## src/rtl/sbfr_pkg.sv

```systemverilog
// Shared types and constants of the SBUS frame receiver.
package sbfr_pkg;

  localparam int CHANNEL_COUNT = 16;
  localparam int FRAME_LENGTH  = 25;
  localparam int TIME_WIDTH    = 32;
  localparam int STORED_BYTES  = FRAME_LENGTH - 1;
  localparam int CH_WIDTH      = 11;
  localparam int COUNT_WIDTH   = $clog2(FRAME_LENGTH);
  localparam int CH_IDX_WIDTH  = $clog2(CHANNEL_COUNT);
  localparam int CFG_WIDTH     = 16;
  localparam int CFG_ADDR_WIDTH = 3;

  localparam logic [7:0] HDR_BYTE = 8'h0F;
  localparam int LOST_BIT_POS = 2;
  localparam int FS_BIT_POS   = 3;

  // opcodes
  localparam logic [2:0] OP_RX_BYTE = 3'd0;
  localparam logic [2:0] OP_IDLE    = 3'd1;
  localparam logic [2:0] OP_TICK    = 3'd2;
  localparam logic [2:0] OP_ERROR   = 3'd3;
  localparam logic [2:0] OP_READ    = 3'd4;
  localparam logic [2:0] OP_TAKE    = 3'd5;

  // configuration register indexes
  localparam logic [CFG_ADDR_WIDTH-1:0] CFG_ONLINE_TIMEOUT = 3'd0;
  localparam logic [CFG_ADDR_WIDTH-1:0] CFG_MIDDLE_LOW     = 3'd1;
  localparam logic [CFG_ADDR_WIDTH-1:0] CFG_MIDDLE_HIGH    = 3'd2;
  localparam logic [CFG_ADDR_WIDTH-1:0] CFG_EVENT_COOLDOWN = 3'd3;
  localparam logic [CFG_ADDR_WIDTH-1:0] CFG_SWITCH_CHANNEL = 3'd4;

  // switch classes
  localparam logic [1:0] POS_LOW    = 2'd0;
  localparam logic [1:0] POS_MIDDLE = 2'd1;
  localparam logic [1:0] POS_HIGH   = 2'd2;

  typedef struct packed {
    logic [2:0] opcode;
    logic [7:0] rx_byte;
    logic [4:0] channel_index;
  } in_item_t;

  typedef struct packed {
    logic [CH_WIDTH-1:0] channel_value;
    logic                online;
    logic                failsafe;
    logic                lost_frame;
    logic [1:0]          switch_position;
    logic                middle_event;
    logic                frame_accepted;
  } out_item_t;

endpackage

```

## src/rtl/sbfr_ifs.sv

```systemverilog
// Valid/ready word channels for input items and result items.
interface sbfr_in_if;
  logic               valid;
  logic               ready;
  sbfr_pkg::in_item_t data;

  modport source (output valid, output data, input ready);
  modport sink   (input valid, input data, output ready);
endinterface

interface sbfr_out_if;
  logic                valid;
  logic                ready;
  sbfr_pkg::out_item_t data;

  modport source (output valid, output data, input ready);
  modport sink   (input valid, input data, output ready);
endinterface

```

## src/rtl/sbus_frame_receiver_unit.sv

```systemverilog
// SBUS frame receiver: byte collection, frame unpack, link and switch status.
// A word passes through the input register and then the result register before its result is offered.
// Throughput: one word per cycle; both stages advance together whenever the
// result register is empty or being taken, so stalls only come from the sink.
// Reset: synchronous, active low; clears control, status, times and config to
// defaults. The 24-byte frame store is not reset (every byte is written before use).
module sbus_frame_receiver_unit (
  input  logic                                  clk,
  input  logic                                  rst_n,
  sbfr_in_if.sink                               in_if,
  sbfr_out_if.source                            out_if,
  input  logic                                  cfg_we,
  input  logic [sbfr_pkg::CFG_ADDR_WIDTH-1:0]   cfg_addr,
  input  logic [sbfr_pkg::CFG_WIDTH-1:0]        cfg_wdata
);

  localparam int TW  = sbfr_pkg::TIME_WIDTH;
  localparam int CW  = sbfr_pkg::CH_WIDTH;
  localparam int NCH = sbfr_pkg::CHANNEL_COUNT;
  localparam int NB  = sbfr_pkg::STORED_BYTES;

  // ---------------------------------------------------------------------------
  // Configuration registers
  // ---------------------------------------------------------------------------
  logic [15:0]                         timeout_r;
  logic [CW-1:0]                       mid_lo_r;
  logic [CW-1:0]                       mid_hi_r;
  logic [15:0]                         cooldown_r;
  logic [sbfr_pkg::CH_IDX_WIDTH-1:0]   sw_ch_r;

  always_ff @(posedge clk) begin
    if (!rst_n) begin
      timeout_r  <= 16'd300;
      mid_lo_r   <= CW'(700);
      mid_hi_r   <= CW'(1300);
      cooldown_r <= 16'd500;
      sw_ch_r    <= sbfr_pkg::CH_IDX_WIDTH'(1);
    end else if (cfg_we) begin
      unique case (cfg_addr)
        sbfr_pkg::CFG_ONLINE_TIMEOUT: timeout_r  <= cfg_wdata;
        sbfr_pkg::CFG_MIDDLE_LOW:     mid_lo_r   <= cfg_wdata[CW-1:0];
        sbfr_pkg::CFG_MIDDLE_HIGH:    mid_hi_r   <= cfg_wdata[CW-1:0];
        sbfr_pkg::CFG_EVENT_COOLDOWN: cooldown_r <= cfg_wdata;
        sbfr_pkg::CFG_SWITCH_CHANNEL: sw_ch_r    <= cfg_wdata[sbfr_pkg::CH_IDX_WIDTH-1:0];
        default: ;
      endcase
    end
  end

  // ---------------------------------------------------------------------------
  // Handshake: input register and result register advance together
  // ---------------------------------------------------------------------------
  logic               s1_valid_r;
  sbfr_pkg::in_item_t s1_r;
  logic               out_valid_r;
  sbfr_pkg::out_item_t out_r;
  sbfr_pkg::out_item_t out_nxt;
  logic               advance;
  logic               fire;

  assign advance      = !out_valid_r || out_if.ready;
  assign in_if.ready  = !s1_valid_r || advance;
  assign fire         = s1_valid_r && advance;   // word in s1 executes now
  assign out_if.valid = out_valid_r;
  assign out_if.data  = out_r;

  always_ff @(posedge clk) begin
    if (!rst_n) begin
      s1_valid_r  <= 1'b0;
      out_valid_r <= 1'b0;
    end else begin
      if (in_if.ready) s1_valid_r <= in_if.valid;
      if (advance)     out_valid_r <= s1_valid_r;
    end
  end

  always_ff @(posedge clk) begin
    if (in_if.valid && in_if.ready) s1_r <= in_if.data;
    if (fire) out_r <= out_nxt;
  end

  // ---------------------------------------------------------------------------
  // State
  // ---------------------------------------------------------------------------
  logic [7:0]                         fb_r [NB];     // frame store, bytes 0..23
  logic [sbfr_pkg::COUNT_WIDTH-1:0]   count_r, count_nxt;
  logic [CW-1:0]                      chan_r [NCH];
  logic [CW-1:0]                      chan_nxt [NCH];
  logic                               online_r, online_nxt;
  logic                               fs_r, fs_nxt;
  logic                               lost_r, lost_nxt;
  logic                               was_mid_r, was_mid_nxt;
  logic                               latch_r, latch_nxt;
  logic [TW-1:0]                      time_r, time_nxt;
  logic [TW-1:0]                      last_frame_r, last_frame_nxt;
  logic [TW-1:0]                      last_event_r, last_event_nxt;
  logic                               byte_we;

  // Frame store flattened; channel ch sits at bit 8 + 11*ch, LSB first.
  logic [NB*8-1:0]                    flat;
  logic [CW-1:0]                      unpacked [NCH];

  always_comb begin
    for (int i = 0; i < NB; i++) flat[i*8 +: 8] = fb_r[i];
    for (int c = 0; c < NCH; c++) unpacked[c] = flat[8 + CW*c +: CW];
  end

  function automatic logic [1:0] classify(input logic [CW-1:0] v,
                                          input logic [CW-1:0] lo,
                                          input logic [CW-1:0] hi);
    logic [1:0] cls;
    if (v < lo)       cls = sbfr_pkg::POS_LOW;
    else if (v <= hi) cls = sbfr_pkg::POS_MIDDLE;
    else              cls = sbfr_pkg::POS_HIGH;
    return cls;
  endfunction

  logic          hdr_ok;
  logic          mid_new;
  logic          cool_ok;
  logic          accepted;
  logic [CW-1:0] chval;
  logic          ev_out;
  logic [1:0]    sw_pos;

  assign hdr_ok  = (fb_r[0] == sbfr_pkg::HDR_BYTE);
  assign mid_new = (classify(unpacked[sw_ch_r], mid_lo_r, mid_hi_r) == sbfr_pkg::POS_MIDDLE);
  assign cool_ok = ((time_r - last_event_r) >= TW'(cooldown_r));

  always_comb begin
    count_nxt      = count_r;
    chan_nxt       = chan_r;
    online_nxt     = online_r;
    fs_nxt         = fs_r;
    lost_nxt       = lost_r;
    was_mid_nxt    = was_mid_r;
    latch_nxt      = latch_r;
    time_nxt       = time_r;
    last_frame_nxt = last_frame_r;
    last_event_nxt = last_event_r;
    byte_we        = 1'b0;
    accepted       = 1'b0;
    chval          = '0;

    if (fire) begin
      unique case (s1_r.opcode)
        sbfr_pkg::OP_RX_BYTE: begin
          if (count_r < sbfr_pkg::COUNT_WIDTH'(NB)) begin
            byte_we   = 1'b1;
            count_nxt = count_r + 1'b1;
          end else begin
            // footer: parse what was collected, never stored
            count_nxt = '0;
            if (hdr_ok) begin
              accepted       = 1'b1;
              chan_nxt       = unpacked;
              lost_nxt       = fb_r[NB-1][sbfr_pkg::LOST_BIT_POS];
              fs_nxt         = fb_r[NB-1][sbfr_pkg::FS_BIT_POS];
              online_nxt     = !fb_r[NB-1][sbfr_pkg::FS_BIT_POS];
              last_frame_nxt = time_r;
              if (mid_new && !was_mid_r && cool_ok) begin
                latch_nxt      = 1'b1;
                last_event_nxt = time_r;
              end
              was_mid_nxt = mid_new;
            end
          end
        end
        sbfr_pkg::OP_IDLE: count_nxt = '0;
        sbfr_pkg::OP_TICK: begin
          time_nxt = time_r + 1'b1;
          if (online_r && ((time_nxt - last_frame_r) > TW'(timeout_r))) begin
            online_nxt  = 1'b0;
            was_mid_nxt = 1'b0;
          end
        end
        sbfr_pkg::OP_ERROR: begin
          count_nxt   = '0;
          online_nxt  = 1'b0;
          was_mid_nxt = 1'b0;
        end
        sbfr_pkg::OP_READ: begin
          if (!s1_r.channel_index[4]) chval = chan_r[s1_r.channel_index[3:0]];
        end
        default: ;   // take-event handled below; unused codes report status
      endcase
    end

    // take-event reports the latch as it was, then clears it
    ev_out = latch_nxt;
    if (fire && (s1_r.opcode == sbfr_pkg::OP_TAKE)) latch_nxt = 1'b0;
  end

  assign sw_pos = classify(chan_nxt[sw_ch_r], mid_lo_r, mid_hi_r);

  always_comb begin
    out_nxt.channel_value   = chval;
    out_nxt.online          = online_nxt;
    out_nxt.failsafe        = fs_nxt;
    out_nxt.lost_frame      = lost_nxt;
    out_nxt.switch_position = sw_pos;
    out_nxt.middle_event    = ev_out;
    out_nxt.frame_accepted  = accepted;
  end

  always_ff @(posedge clk) begin
    if (!rst_n) begin
      count_r      <= '0;
      online_r     <= 1'b0;
      fs_r         <= 1'b0;
      lost_r       <= 1'b0;
      was_mid_r    <= 1'b0;
      latch_r      <= 1'b0;
      time_r       <= '0;
      last_frame_r <= '0;
      last_event_r <= '0;
      for (int c = 0; c < NCH; c++) chan_r[c] <= '0;
    end else begin
      count_r      <= count_nxt;
      online_r     <= online_nxt;
      fs_r         <= fs_nxt;
      lost_r       <= lost_nxt;
      was_mid_r    <= was_mid_nxt;
      latch_r      <= latch_nxt;
      time_r       <= time_nxt;
      last_frame_r <= last_frame_nxt;
      last_event_r <= last_event_nxt;
      chan_r       <= chan_nxt;
    end
  end

  // frame store: written at the byte count, no reset
  always_ff @(posedge clk) begin
    if (byte_we) fb_r[count_r] <= s1_r.rx_byte;
  end

`ifndef SYNTHESIS
  a_accept_online: assert property (@(posedge clk) disable iff (!rst_n)
    out_valid_r && out_r.frame_accepted |-> (out_r.online == !out_r.failsafe))
    else $error("accepted frame with online not the inverse of failsafe");

  a_count_range: assert property (@(posedge clk) disable iff (!rst_n)
    count_r <= sbfr_pkg::COUNT_WIDTH'(NB))
    else $error("byte count beyond stored bytes");

  a_ready_when_empty: assert property (@(posedge clk) disable iff (!rst_n)
    !out_valid_r |-> in_if.ready)
    else $error("input stalled with result register empty");

  a_pos_code: assert property (@(posedge clk) disable iff (!rst_n)
    out_valid_r |-> (out_r.switch_position != 2'd3))
    else $error("switch position out of range");
`endif

endmodule
```

## src/flat_wrapper.sv

```systemverilog
// flat-port wrapper written by rule: the top's interface ports become plain ports
module sbus_frame_receiver_unit_flat 
  (clk, rst_n, cfg_we, cfg_addr, cfg_wdata, in_if_valid, in_if_data, in_if_ready, out_if_valid, out_if_data, out_if_ready);
  sbfr_in_if in_if_i ();
  sbfr_out_if out_if_i ();
  input  logic clk;
  input  logic rst_n;
  input  logic cfg_we;
  input  logic [sbfr_pkg::CFG_ADDR_WIDTH-1:0] cfg_addr;
  input  logic [sbfr_pkg::CFG_WIDTH-1:0] cfg_wdata;
  input wire logic [$bits(in_if_i.valid)-1:0] in_if_valid;
  input wire logic [$bits(in_if_i.data)-1:0] in_if_data;
  output wire logic [$bits(in_if_i.ready)-1:0] in_if_ready;
  output wire logic [$bits(out_if_i.valid)-1:0] out_if_valid;
  output wire logic [$bits(out_if_i.data)-1:0] out_if_data;
  input wire logic [$bits(out_if_i.ready)-1:0] out_if_ready;
  assign in_if_i.valid = in_if_valid;
  assign in_if_i.data = in_if_data;
  assign in_if_ready = in_if_i.ready;
  assign out_if_valid = out_if_i.valid;
  assign out_if_data = out_if_i.data;
  assign out_if_i.ready = out_if_ready;
  sbus_frame_receiver_unit u_core (.clk(clk), .rst_n(rst_n), .in_if(in_if_i), .out_if(out_if_i), .cfg_we(cfg_we), .cfg_addr(cfg_addr), .cfg_wdata(cfg_wdata));
endmodule
```

## config.mk

```make
export PLATFORM = sky130hd
export DESIGN_NAME = sbus_frame_receiver_unit_flat
export DESIGN_NICKNAME = d
export VERILOG_FILES = /design/src/rtl/sbfr_pkg.sv /design/src/rtl/sbfr_ifs.sv /design/src/rtl/sbus_frame_receiver_unit.sv /design/src/flat_wrapper.sv
export SDC_FILE = /design/constraint.sdc
export NUM_CORES = 1
export LEC_CHECK = 0
export BUFFER_PORTS_ARGS = -buffer_cell sky130_fd_sc_hd__buf_2
export CORE_MARGIN = 2
export CORE_UTILIZATION = 37
export DETAILED_ROUTE_END_ITERATION = 7
export PLACE_DENSITY = 0.52
export SYNTH_ARGS = -nofsm -noshare
export SYNTH_HDL_FRONTEND = slang
export SYNTH_SLANG_ARGS = --single-unit
```

## constraint.sdc

```tcl
create_clock -name clk -period 6.7 [get_ports clk]
set_input_delay 2.01 -clock clk [delete_from_list [all_inputs] [get_ports clk]]
set_output_delay 2.01 -clock clk [all_outputs]
set_load 0.01 [all_outputs]
```

==> out/results.ini <==
[outcome]
status = finished, final reports clean

[floorplanning]
die_w_um = 290.6
die_h_um = 290.6
coreArea_um2 = 81720
design.die.area_um2 = 84470
initial_core_util = 0.3720
pin_count = 60
rows = 105

[logic_synthesis]
syn_avg_cell_area_um2 = 11.01
yosys-top-cells-area = dfxtp_1 23%, edfxtp_1 22%, mux4_2 12%
ys_ff_latch = 562
synthCells = 2760
ys_warn_count = 0
netlist_area_um2 = 30400
synth_top_flop_cell = dfxtp_1
async_flop_share = 0
yosysSeqAreaShare = 0.4426
yosysTopAreaCell = dfxtp_1
yosysTopAreaCellShare = 0.2252
synth_nets = 2943
synth_edf_count = 220
synth_cell_type_count = 81

[min_path]
holdPathStages = 2
worstHoldPathType = flop to flop
min_to = u_core.last_event_r[18]
min-delay-start = u_core.last_event_r[18]

[critical_path]
cp_common_cell = ha_1
startpoint = u_core.time_r[0]
crit_path_top_delay_cell = dfxtp_2
cp_data_required_time_ns = 7.18
cp.arrival_ns = 6.80
worstPathCellList = ha_1 > nand3_1 > nor2_2 > nand3_1 > xnor2_1 > ha_1 > and3_1 > and2_1 > o211ai_1 > and2_1 > o21ai_0 > xor2_1 > ha_1 > a21o_1 > a21o_1 > a221o_1 > a211oi_2 > buf_4 > o22ai_1 > a2111o_1 > nor4_1 > buf_4 > nand4_1 > a41o_1
crit_type = flop to flop
r2r_slack_ns = 0.38
worst_setup_path_end_kind = flop
critPathMaxFanout = 8
cp-start-kind = flop
critPathMaxStageDelay_ns = 0.43
reg2reg_depth = 24
r2r_start = u_core.time_r[0]
r2r-end = u_core.was_mid_r

[placed_design]
dp_hpwl_um = 61930
placed_cell_area_um2 = 31860
gp_congestion = 0.8992
io_buffers = 59
pre_cts_slack_ns = -0.08144

[power_and_ir_drop]
totalPowerFinal_mw = 7.493
peakVddDrop_v = 0.0001833
p_leak_nw = 11.80
p_per_area_nw_per_um2 = 219.7

[sta]
finalCritPeriodShare = 0.9428
fin_hold_ws_ns = 0.4536
slew_headroom = 0.1236
hold_violations = 0
maxSlewViolCount = 0
fmax_mhz = 158.3
fin_ws_ns = 0.3830
setup_viol = 0
worstMarginPinSlew_ns = 1.310
finalCriticalPeriod_ns = 6.317
rsz0062_at_grt = no
fin_skew_ns = 0.03959

[clock_network]
clock-sinks = 562
cts_buffer_depth = 3
ctsHoldBuffers = 0
clock_latency_ns = 0.63
post_cts_buffers = 0
htreeDepth = 3
cts_tree = done
clock-root-buffer = clkbuf_16
clk_transition_reported_paths_ns = 0.06
post_cts_resized = 2
numCtsBuffers = 67

[global_routing]
met2_usage = 0.3490
grt_antenna_before_repair = 0
grt_overflow = 0
busiest_layer = met2
grt_pass1_wl_um = 136100
grt_use_total = 0.2100
grt_max_degree = 203
use_met3 = 0.02914
grt_pass1_vias = 21876
use_met1 = 0.2781

[route]
wirelength_um = 89430
wl_per_cell_um = 22.88
via_per_inst = 5.458
dr_total_vias = 21335
drtIter0Drc = 1563
dr.pass1.iters = 5
drc = 0
antenna_left = 0

[cells_and_area]
stdcell_area_um2 = 34110
syn_to_final_growth_pct = 12.21
final_cell_mix = 337 x dfxtp_1, 327 x nand2_1, 220 x edfxtp_1
layout_commonest_cell = dfxtp_1
finish.net_count = 2968
antenna_cells = 0
drive_gt1_frac = 0.1550

[flow_run]
maxCapViolCount = 0

==> sequential cells by signal, summed over array words and instances (netlist names), 4 cells and up <==
register,flops
u_core.fb_r,186
u_core.chan_r,176
u_core.last_event_r,32
u_core.last_frame_r,32
u_core.time_r,32
u_core.out_if.data,18
u_core.cooldown_r,16
u_core.s1_r,16
u_core.timeout_r,16
u_core.mid_hi_r,11
u_core.mid_lo_r,11
u_core.count_r,5
u_core.sw_ch_r,4
==> report_power, final <==
part           leakage (nW)  internal, mW  switching [mW]
Clock                  1.06          2.07            1.54
Combinational          5.99         0.105           0.183
Sequential             4.75          3.57          0.0210
Total                  11.8          5.75            1.75
==> through the flow <==
| step | cells | TNS, ns | utilization |
|---|---|---|---|
| final | 3909 | 0 | 0.4174 |
| after global routing | 3909 | 0 | 0.4174 |
| after CTS | 3909 | 0 | 0.4172 |
| after detailed placement | 3786 | -0.1385 | 0.3899 |
| after global placement | 3786 | -0.3009 | 0.3899 |
| after floorplan | 2760 | 0 | - |
==> cell families (layout without fill, tap and decap cells) <==
kind of cell,Yosys count,after routing,synth area share
AOI/OAI and AO/OA,399,399,0.09051
xor gates and xnor gates,90,90,0.02593
adders and majority gates,143,143,0.05935
buffers and inverters,312,391,0.04318
DFF,562,562,0.4426
muxes,382,382,0.1938
and+or+nand+nor,872,872,0.1447
==> worst max path at each step <==
stage,to,slack [ns],depth (start not counted)
after global placement,u_core.was_mid_r,-0.13,24
after global routing,u_core.was_mid_r,0.04,24
after CTS,u_core.was_mid_r,0.19,24
after floorplan,u_core.out_if.data[3],0.61,22
final,u_core.was_mid_r,0.38,24
after detailed placement,u_core.was_mid_r,-0.08,24
==> cell usage after synthesis, types with 19 or more instances <==
| cell type | number |
|---|---|
| a21boi_0 | 82 |
| and2_1 | 37 |
| ha_1 | 141 |
| o21a_1 | 19 |
| edfxtp_1 | 220 |
| nor3_1 | 26 |
| nand2_1 | 327 |
| nand4_1 | 38 |
| mux2i_1 | 215 |
| xor2_1 | 21 |
| a21oi_1 | 95 |
| clkbuf_1 | 113 |
| inv_1 | 146 |
| nor2b_1 | 209 |
| o211ai_1 | 28 |
| buf_4 | 20 |
| xnor2_1 | 69 |
| mux4_2 | 165 |
| nor2_1 | 96 |
| dfxtp_1 | 342 |
| o21ai_0 | 63 |
| a21o_1 | 27 |
| nand3_1 | 43 |
==> metal layers <==
metal  wire (um)  vias to the layer above
met2       42600                      521
met3        3874                      138
li1            -                    10035
met4        2804                        0
met5           0                        -
met1       40150                    10641
==> cell type report <==
| type | instances | area, um^2 |
|---|---|---|
| fillers | 7719 | 47610 |
| multi-input cells | 1886 | 15690 |
| flip-flops and latches | 562 | 13460 |
| clock buffers | 91 | 1868 |
| well taps | 1070 | 1339 |
| repair buffers | 122 | 853.3 |
| inverters | 146 | 548.0 |
| clock inverters | 32 | 346.6 |
==> critical path: cells and delay by family, from the launching register on <==
kind	cells	cell delay [ns]
DFF	1	0.43
buffers and inverters	2	0.36
xor gates and xnor gates	2	0.52
and+or+nand+nor	8	1.82
AOI/OAI and AO/OA	9	2.02
adders and majority gates	3	0.99
No activity file was read; power rests on OpenSTA's default activity.
